$ cat src/design/prb_pkg.sv
// Shared types and constants of the palette rotating pixel blitter.
package prb_pkg;

	localparam int ADDR_W = 18;
	localparam int COLOR_W = 16;
	localparam int DIM_W = 9;
	localparam int REG_IDX_W = 3;

	localparam logic ACT_PIXEL = 1'b0;
	localparam logic ACT_PALETTE = 1'b1;

	typedef enum logic [REG_IDX_W-1:0] {
		REG_ROTATION = 3'd0,
		REG_SCREEN_WIDTH = 3'd1,
		REG_SCREEN_HEIGHT = 3'd2,
		REG_FRAME_LEFT = 3'd3,
		REG_FRAME_TOP = 3'd4,
		REG_FRAME_COLUMNS = 3'd5,
		REG_FRAME_ROWS = 3'd6
	} reg_index_t;

	typedef enum logic [1:0] {
		ROT_0 = 2'd0,
		ROT_90 = 2'd1,
		ROT_180 = 2'd2,
		ROT_270 = 2'd3
	} rot_t;

	typedef struct packed {
		rot_t rotation;
		logic [DIM_W-1:0] screen_width;
		logic [DIM_W-1:0] screen_height;
		logic [DIM_W-1:0] frame_left;
		logic [DIM_W-1:0] frame_top;
		logic [DIM_W-1:0] frame_columns;
		logic [DIM_W-1:0] frame_rows;
	} cfg_t;

	typedef struct packed {
		logic [ADDR_W-1:0] mul_a;
		logic [ADDR_W-1:0] add_b;
	} op_t;

	localparam logic [DIM_W-1:0] RST_SCREEN_WIDTH = 9'd320;
	localparam logic [DIM_W-1:0] RST_SCREEN_HEIGHT = 9'd240;
	localparam logic [DIM_W-1:0] RST_FRAME_LEFT = 9'd32;
	localparam logic [DIM_W-1:0] RST_FRAME_TOP = 9'd0;
	localparam logic [DIM_W-1:0] RST_FRAME_COLUMNS = 9'd256;
	localparam logic [DIM_W-1:0] RST_FRAME_ROWS = 9'd240;

endpackage

$ cat src/design/prb_ram.sv
// Generic single-write, single-read RAM with registered read data.
module prb_ram #(
	parameter int WIDTH = 16,
	parameter int DEPTH = 256
) (
	input  logic                     clk,
	input  logic                     wr_en,
	input  logic [$clog2(DEPTH)-1:0] wr_addr,
	input  logic [WIDTH-1:0]         wr_data,
	input  logic                     rd_en,
	input  logic [$clog2(DEPTH)-1:0] rd_addr,
	output logic [WIDTH-1:0]         rd_data
);

	logic [WIDTH-1:0] mem_q [DEPTH];

	always_ff @(posedge clk) begin
		if (wr_en) begin
			mem_q[wr_addr] <= wr_data;
		end
		if (rd_en) begin
			rd_data <= mem_q[rd_addr];
		end
	end

endmodule

$ cat src/design/prb_cfg.sv
// Configuration register bank of the blitter.
module prb_cfg (
	input  logic                           clk,
	input  logic                           arst_n,
	input  logic                           write_enable,
	input  logic [prb_pkg::REG_IDX_W-1:0]  write_index,
	input  logic [prb_pkg::DIM_W-1:0]      write_data,
	output prb_pkg::cfg_t                  cfg
);

	import prb_pkg::*;

	cfg_t cfg_q;

	always_ff @(posedge clk or negedge arst_n) begin
		if (!arst_n) begin
			cfg_q.rotation <= ROT_0;
			cfg_q.screen_width <= RST_SCREEN_WIDTH;
			cfg_q.screen_height <= RST_SCREEN_HEIGHT;
			cfg_q.frame_left <= RST_FRAME_LEFT;
			cfg_q.frame_top <= RST_FRAME_TOP;
			cfg_q.frame_columns <= RST_FRAME_COLUMNS;
			cfg_q.frame_rows <= RST_FRAME_ROWS;
		end else if (write_enable) begin
			unique case (reg_index_t'(write_index))
				REG_ROTATION: cfg_q.rotation <= rot_t'(write_data[1:0]);
				REG_SCREEN_WIDTH: cfg_q.screen_width <= write_data;
				REG_SCREEN_HEIGHT: cfg_q.screen_height <= write_data;
				REG_FRAME_LEFT: cfg_q.frame_left <= write_data;
				REG_FRAME_TOP: cfg_q.frame_top <= write_data;
				REG_FRAME_COLUMNS: cfg_q.frame_columns <= write_data;
				REG_FRAME_ROWS: cfg_q.frame_rows <= write_data;
				default: ;
			endcase
		end
	end

	assign cfg = cfg_q;

endmodule

$ cat src/design/prb_raster.sv
// Raster position counters and rotation operand selection.
module prb_raster (
	input  logic            clk,
	input  logic            arst_n,
	input  logic            advance,
	input  prb_pkg::cfg_t   cfg,
	output prb_pkg::op_t    op,
	output logic            done
);

	import prb_pkg::*;

	logic [DIM_W-1:0] col_q;
	logic [DIM_W-1:0] row_q;
	logic [DIM_W-1:0] col_inc;
	logic [DIM_W-1:0] row_inc;
	logic             col_wrap;
	logic             row_wrap;
	logic [ADDR_W-1:0] px;
	logic [ADDR_W-1:0] py;
	logic [ADDR_W-1:0] flip_x;
	logic [ADDR_W-1:0] flip_y;

	assign col_inc = col_q + 9'd1;
	assign row_inc = row_q + 9'd1;
	assign col_wrap = (col_inc >= cfg.frame_columns) || (col_inc == '0);
	assign row_wrap = (row_inc >= cfg.frame_rows) || (row_inc == '0);
	assign done = col_wrap && row_wrap;

	always_ff @(posedge clk or negedge arst_n) begin
		if (!arst_n) begin
			col_q <= '0;
			row_q <= '0;
		end else if (advance) begin
			if (col_wrap) begin
				col_q <= '0;
				row_q <= row_wrap ? '0 : row_inc;
			end else begin
				col_q <= col_inc;
			end
		end
	end

	always_comb begin
		px = {9'd0, cfg.frame_left} + {9'd0, col_q};
		py = {9'd0, cfg.frame_top} + {9'd0, row_q};
		flip_x = {9'd0, cfg.screen_width} - 18'd1 - px;
		flip_y = {9'd0, cfg.screen_height} - 18'd1 - py;
		unique case (cfg.rotation)
			ROT_0: begin
				op.mul_a = py;
				op.add_b = px;
			end
			ROT_90: begin
				op.mul_a = px;
				op.add_b = flip_y;
			end
			ROT_180: begin
				op.mul_a = flip_y;
				op.add_b = flip_x;
			end
			ROT_270: begin
				op.mul_a = flip_x;
				op.add_b = py;
			end
			default: begin
				op.mul_a = py;
				op.add_b = px;
			end
		endcase
	end

endmodule

$ cat src/design/prb_addr.sv
// Framebuffer address multiply-add with the canvas width as stride.
module prb_addr (
	input  prb_pkg::op_t                 op,
	input  logic [prb_pkg::DIM_W-1:0]    stride,
	output logic [prb_pkg::ADDR_W-1:0]   address
);

	import prb_pkg::*;

	logic [ADDR_W+DIM_W-1:0] product;

	assign product = op.mul_a * stride;
	assign address = product[ADDR_W-1:0] + op.add_b;

endmodule

$ cat src/design/palette_rotating_pixel_blitter.sv
// Top level of the palette rotating pixel blitter.
// The block takes one word per clock on the input channel while in_stall is
// low. A palette write stores the RGB565 form of its color at the given index
// and gives no result; a pixel word gives one result, with the palette color,
// the framebuffer address for the current rotation and a frame_done flag on
// the last pixel of the frame. Stage s1 is the palette RAM's registered read
// together with the raster operand register; stage s2 is the address
// multiply-add into the output register. A pixel may follow a palette write to
// the same index in the next cycle and sees the new color. The user must write
// configuration only while no pixel is in flight; the block does not enforce it.
module palette_rotating_pixel_blitter #(
	parameter int PALETTE_ENTRIES = 256
) (
	input  logic                          clk,
	input  logic                          arst_n,
	input  logic                          write_enable,
	input  logic [prb_pkg::REG_IDX_W-1:0] write_index,
	input  logic [prb_pkg::DIM_W-1:0]     write_data,
	input  logic                          in_valid,
	output logic                          in_stall,
	input  logic                          action,
	input  logic [7:0]                    code,
	input  logic [7:0]                    red,
	input  logic [7:0]                    green,
	input  logic [7:0]                    blue,
	output logic                          out_valid,
	input  logic                          out_stall,
	output logic [prb_pkg::ADDR_W-1:0]    pixel_address,
	output logic [prb_pkg::COLOR_W-1:0]   pixel_color,
	output logic                          frame_done
);

	import prb_pkg::*;

	localparam int IDX_W = $clog2(PALETTE_ENTRIES);

	cfg_t              cfg;
	op_t               op;
	logic              done;
	logic              in_accept;
	logic              pix_accept;
	logic              code_ok;
	logic [IDX_W-1:0]  pal_idx;
	logic [COLOR_W-1:0] pal_color;
	logic [COLOR_W-1:0] pal_rd_data;
	logic              s1_adv;
	logic [ADDR_W-1:0] address;

	logic              valid_s1;
	op_t               op_s1;
	logic              done_s1;
	logic              hit_s1;

	logic              valid_s2;
	logic [ADDR_W-1:0] addr_s2;
	logic [COLOR_W-1:0] color_s2;
	logic              done_s2;

	assign in_accept = in_valid && !in_stall;
	assign pix_accept = in_accept && (action == ACT_PIXEL);
	assign code_ok = int'(code) < PALETTE_ENTRIES;
	assign pal_idx = code[IDX_W-1:0];
	assign pal_color = {red[7:3], green[7:2], blue[7:3]};

	assign s1_adv = !valid_s2 || !out_stall;
	assign in_stall = valid_s1 && !s1_adv;

	prb_cfg u_cfg (
		.clk          (clk),
		.arst_n       (arst_n),
		.write_enable (write_enable),
		.write_index  (write_index),
		.write_data   (write_data),
		.cfg          (cfg)
	);

	prb_raster u_raster (
		.clk     (clk),
		.arst_n  (arst_n),
		.advance (pix_accept),
		.cfg     (cfg),
		.op      (op),
		.done    (done)
	);

	prb_ram #(
		.WIDTH (COLOR_W),
		.DEPTH (PALETTE_ENTRIES)
	) u_palette (
		.clk     (clk),
		.wr_en   (in_accept && (action == ACT_PALETTE) && code_ok),
		.wr_addr (pal_idx),
		.wr_data (pal_color),
		.rd_en   (pix_accept),
		.rd_addr (pal_idx),
		.rd_data (pal_rd_data)
	);

	prb_addr u_addr (
		.op      (op_s1),
		.stride  (cfg.screen_width),
		.address (address)
	);

	always_ff @(posedge clk or negedge arst_n) begin
		if (!arst_n) begin
			valid_s1 <= 1'b0;
		end else if (!in_stall) begin
			valid_s1 <= pix_accept;
		end
	end

	always_ff @(posedge clk) begin
		if (pix_accept) begin
			op_s1 <= op;
			done_s1 <= done;
			hit_s1 <= code_ok;
		end
	end

	always_ff @(posedge clk or negedge arst_n) begin
		if (!arst_n) begin
			valid_s2 <= 1'b0;
		end else if (s1_adv) begin
			valid_s2 <= valid_s1;
		end
	end

	always_ff @(posedge clk) begin
		if (s1_adv && valid_s1) begin
			addr_s2 <= address;
			color_s2 <= hit_s1 ? pal_rd_data : '0;
			done_s2 <= done_s1;
		end
	end

	assign out_valid = valid_s2;
	assign pixel_address = addr_s2;
	assign pixel_color = color_s2;
	assign frame_done = done_s2;

	// A palette write never leaves a word in the first stage.
	a_write_no_result: assert property (@(posedge clk) disable iff (!arst_n)
		in_accept && (action == ACT_PALETTE) |=> !valid_s1)
		else $error("palette write produced a pipeline word");

	// The palette read data must hold while the first stage waits.
	a_rd_hold: assert property (@(posedge clk) disable iff (!arst_n)
		valid_s1 && !s1_adv |=> $stable(pal_rd_data) && valid_s1)
		else $error("palette read data changed under a stalled word");

	// The last pixel of a frame returns the raster to the origin.
	a_frame_wrap: assert property (@(posedge clk) disable iff (!arst_n)
		pix_accept && done |=> (u_raster.col_q == '0) && (u_raster.row_q == '0))
		else $error("raster did not return to origin after frame end");

	// A word leaves the first stage only into a free or draining output.
	a_no_overwrite: assert property (@(posedge clk) disable iff (!arst_n)
		valid_s2 && out_stall && valid_s1 |=> valid_s2 && valid_s1)
		else $error("pipeline word lost under output stall");

endmodule

$ cat config.mk
export PLATFORM = sky130hd
export DESIGN_NAME = palette_rotating_pixel_blitter
export DESIGN_NICKNAME = d
export VERILOG_FILES = /design/src/design/prb_pkg.sv /design/src/design/prb_ram.sv /design/src/design/prb_cfg.sv /design/src/design/prb_raster.sv /design/src/design/prb_addr.sv /design/src/design/palette_rotating_pixel_blitter.sv
export SDC_FILE = /design/constraint.sdc
export NUM_CORES = 2
export LEC_CHECK = 0
export BUFFER_PORTS_ARGS = -buffer_cell sky130_fd_sc_hd__buf_2
export CORE_MARGIN = 2
export CORE_UTILIZATION = 45
export DETAILED_ROUTE_END_ITERATION = 7
export PLACE_DENSITY = 0.62
export SLEW_MARGIN = 20
export SYNTH_ARGS = -nofsm -noshare
export SYNTH_HDL_FRONTEND = slang
export SYNTH_HIERARCHICAL = 1
export SYNTH_SLANG_ARGS = --single-unit
$ cat constraint.sdc
create_clock -name clk -period 7.55 [get_ports clk]
set_input_delay 1.1325 -clock clk [delete_from_list [all_inputs] [get_ports clk]]
set_output_delay 1.1325 -clock clk [all_outputs]
set_load 0.02 [all_outputs]
==> reports/metrics.csv <==
metric,value,unit
status,"finished, final reports clean",
path_buf_inv,5,
cp_max_fo,22,
hold_path.class,in -> async,
r2r-start,u_cfg/cfg[45],
place_area,179400,sq um
routed_wl,446000,um
drive_above_1_share,22.94,%
clk_latency,1.01,ns
final_util,50.83,%
p_leak,62.64,nW
dp_cells,13580,
h-tree-depth,5,
setup_tns,0,ns
synth_fa_ha_area_share,1.852,%
synth_edf_count,4184,
num_rows,226,
synth-seq-cells,4260,
synthMuxAreaShare,14.78,%
antenna_found_initial,12,
die_h,621.2,um
route.detailed.drc,0,
yosys-top-cells-area,"edfxtp_1 73%, mux4_2 10%, mux2i_1 3.3%",
power_density,299.7,nW/um^2
globalplace.congestion,0.8968,
grtUsageTotal,22.73,%
max_freq,176.6,MHz
crit_path_end_kind,flip-flop,
cts_tree,yes,
fillerInstances,29800,
r2r_slack,1.89,ns
crit-reg2reg-capture,pixel_address[17],
slowest_stage,dfrtp_1,
timing.hold.ws,0.2347,ns
numClockSinks,4260,
ctsResizeCount,0,
hpwl,265100,um
coreArea,379200,sq um
post_drt_wl_per_cell,31.03,um
crit_chain,nand2_1 -> fa_1 -> inv_1 -> fa_1 -> inv_1 -> fa_1 -> inv_1 -> fa_1 -> inv_1 -> fa_1 -> inv_1 -> ha_1 -> o21a_1 -> and3_1 -> a2111oi_4 -> o41ai_2 -> a31oi_1 -> xnor2_1,
synth_flop_cell,edfxtp_1,
yosysSeqAreaShare,74.40,%
rsz0062_at_grt,false,
initial_core_util,45.21,%
dr.first_iter.drc_count,11240,
fin_crit,5.664,ns
arrival,6.36,ns
yosys.area_share.simple,2.350,%
final_nets,9238,
r2r_cells,18,
post_synth.cell_area_avg,20.02,sq um
hold_viol,0,
synth_cells,8565,
overflow,0,
finalNonFillerCells,14370,
synth_nets,8810,
synth_warnings,6,
netlist.area_leader.share,73.29,%
synth_top_family_by_area,multiplexers,
worstMarginPinSlew,1.251,ns
syn_area,171400,sq um
cts_setup_buffers,0,
synth_top_area_cell,edfxtp_1,
maxSlewHeadroom,16.32,%
setup_viol,0,
slew_violations,0,
root_buffer,clkbuf_16,
via_count,87560,
period_share,75.02,%
clk_pin_slew_worst_paths,0.06,ns
via_per_inst,6.092,
design.die.area,385900,sq um
cts_hold_buf,0,
synth-xor-area-share,0.4861,%
fin_worst_skew,0.1260,ns
path_class,reg -> reg,
cts_buffers,427,
port_buffers,78,
max_stage_delay,0.92,ns
io_pins,87,
critPathTopFamily,adder cells,
cts_max_path_buffers,4,
max_cap_violations,0,
critPathRequiredTime,8.24,ns
first_pass_iters,8,
grt_start_max_net_pins,157,
areaGrowthSynthToFinish,12.43,%
ir_drop,0.8930,mV
grt_pass1_wl,636200,um
synth-async-reset-ratio,1.784,%
fin_area,192800,sq um
grt_pass1_vias,86720,
die_x,621.2,um
drtAntennaViolNets,0,
synth_compound_area_share,4.065,%
cp-start-kind,flip-flop,
ys_types,86,
metal layers:
metal  track usage [%]  share of wire, %
met2             36.43                48
met4             8.199               4.1
met5                 0             0.044
met3             3.555               7.9
met1             31.73                40
worst max-delay path by stage:
stage | startpoint | endpoint | cells after the start
floorplan | u_cfg/cfg[45] | pixel_address[17] | 20
global placement | u_cfg/cfg[45] | pixel_address[17] | 18
detailed placement | u_cfg/cfg[45] | pixel_address[17] | 18
CTS | u_cfg/cfg[45] | pixel_address[16] | 16
global route | u_cfg/cfg[45] | pixel_address[17] | 18
finish | u_cfg/cfg[45] | pixel_address[17] | 18
through the flow:
step	setup slack [ns]	power, mW
2_1_floorplan	2.254	35.23
3_3_place_gp	1.791	37.96
3_5_place_dp	1.883	38.00
4_1_cts	1.869	58.22
5_1_grt	1.509	60.33
6_report	1.886	57.78
flip-flops by register name (all words and copies together), names as in the netlist, 9 cells and up:
name	count
u_raster/row_q	9
pixel_color	16
pixel_address	18
op_s1	36
u_palette/mem_q	4096
u_palette/rd_data	16
u_cfg/cfg	56
u_raster/col_q	9
cell families (layout without fill, tap and decap cells):
kind of cell,after synthesis,in the layout
flip-flops,4260,4260
multiplexers,1514,1514
AO/OA/AOI/OAI,987,987
AND/OR/NAND/NOR,852,852
buffers and inverters,665,1449
adder cells (fa/ha/maj),195,195
XOR/XNOR,92,92
other,0,7
layout by cell type (no fill, tap or decap), types with 20 or more instances in the layout:
cell / netlist / routed
nand2_1: 142 / 139
xor2_1: 37 / 37
a211oi_1: 26 / 26
ha_1: 97 / 97
buf_4: 39 / 376
o21ai_0: 75 / 75
inv_1: 170 / 168
clkbuf_1: 255 / 113
edfxtp_1: 4184 / 4184
clkinv_2: 0 / 70
nand3_1: 50 / 41
bufinv_16: 0 / 28
nor2_1: 347 / 271
a21o_1: 31 / 31
o31ai_1: 22 / 22
nor2_2: 0 / 64
nor4_1: 22 / 20
fa_1: 98 / 98
clkbuf_16: 0 / 430
o22ai_1: 150 / 150
a21oi_1: 227 / 227
mux2_2: 145 / 145
o32ai_1: 20 / 20
a22o_1: 35 / 35
buf_2: 76 / 56
buf_12: 5 / 36
nor3_1: 104 / 101
a22oi_1: 45 / 45
mux2i_1: 570 / 570
dfrtp_1: 64 / 64
xnor2_1: 53 / 53
a221oi_1: 28 / 27
clkinv_1: 0 / 107
mux4_2: 799 / 799
o221ai_1: 253 / 253
nand4_1: 30 / 30
and2_1: 68 / 68
power breakdown:
part           leakage [nW]  internal [mW]  switching, mW
combinational          17.6           4.43           6.16
sequential             38.5           26.6          0.236
clock                  6.51           11.4           8.87
total                  62.6           42.5           15.3
area by class of cell:
class | count | area (sq um) | area share (%)
Sequential cell | 4260 | 127600 | 66.17
Timing Repair Buffer | 493 | 4172 | 2.164
Multi-Input combinational cell | 3640 | 40740 | 21.13
Antenna cell | 7 | 17.52 | 0.009087
Clock buffer | 543 | 11180 | 5.802
Tap cell | 5016 | 6276 | 3.256
Inverter | 171 | 654.4 | 0.3395
Clock inverter | 242 | 2161 | 1.121
worst register-to-register path, delay by kind of cell (launching register included):
| family | cells | cell delay (ns) |
|---|---|---|
| xor gates and xnor gates | 1 | 0.14 |
| adders and majority gates | 6 | 2.83 |
| and+or+nand+nor | 2 | 0.47 |
| DFF | 1 | 0.92 |
| buffers and inverters | 5 | 0.25 |
| AOI/OAI and AO/OA | 4 | 0.79 |
cell usage after synthesis, drive strengths merged, types with 32 or more instances:
cell type,n
a21o,32
a21oi,227
a22o,35
a22oi,45
and2,69
buf,239
clkbuf,255
dfrtp,64
edfxtp,4184
fa,98
ha,97
inv,171
mux2,145
mux2i,570
mux4,799
nand2,142
nand3,51
nor2,347
nor3,104
o21ai,82
o221ai,254
o22ai,150
xnor2,53
xor2,37
Power figures use the tool's default switching activity.
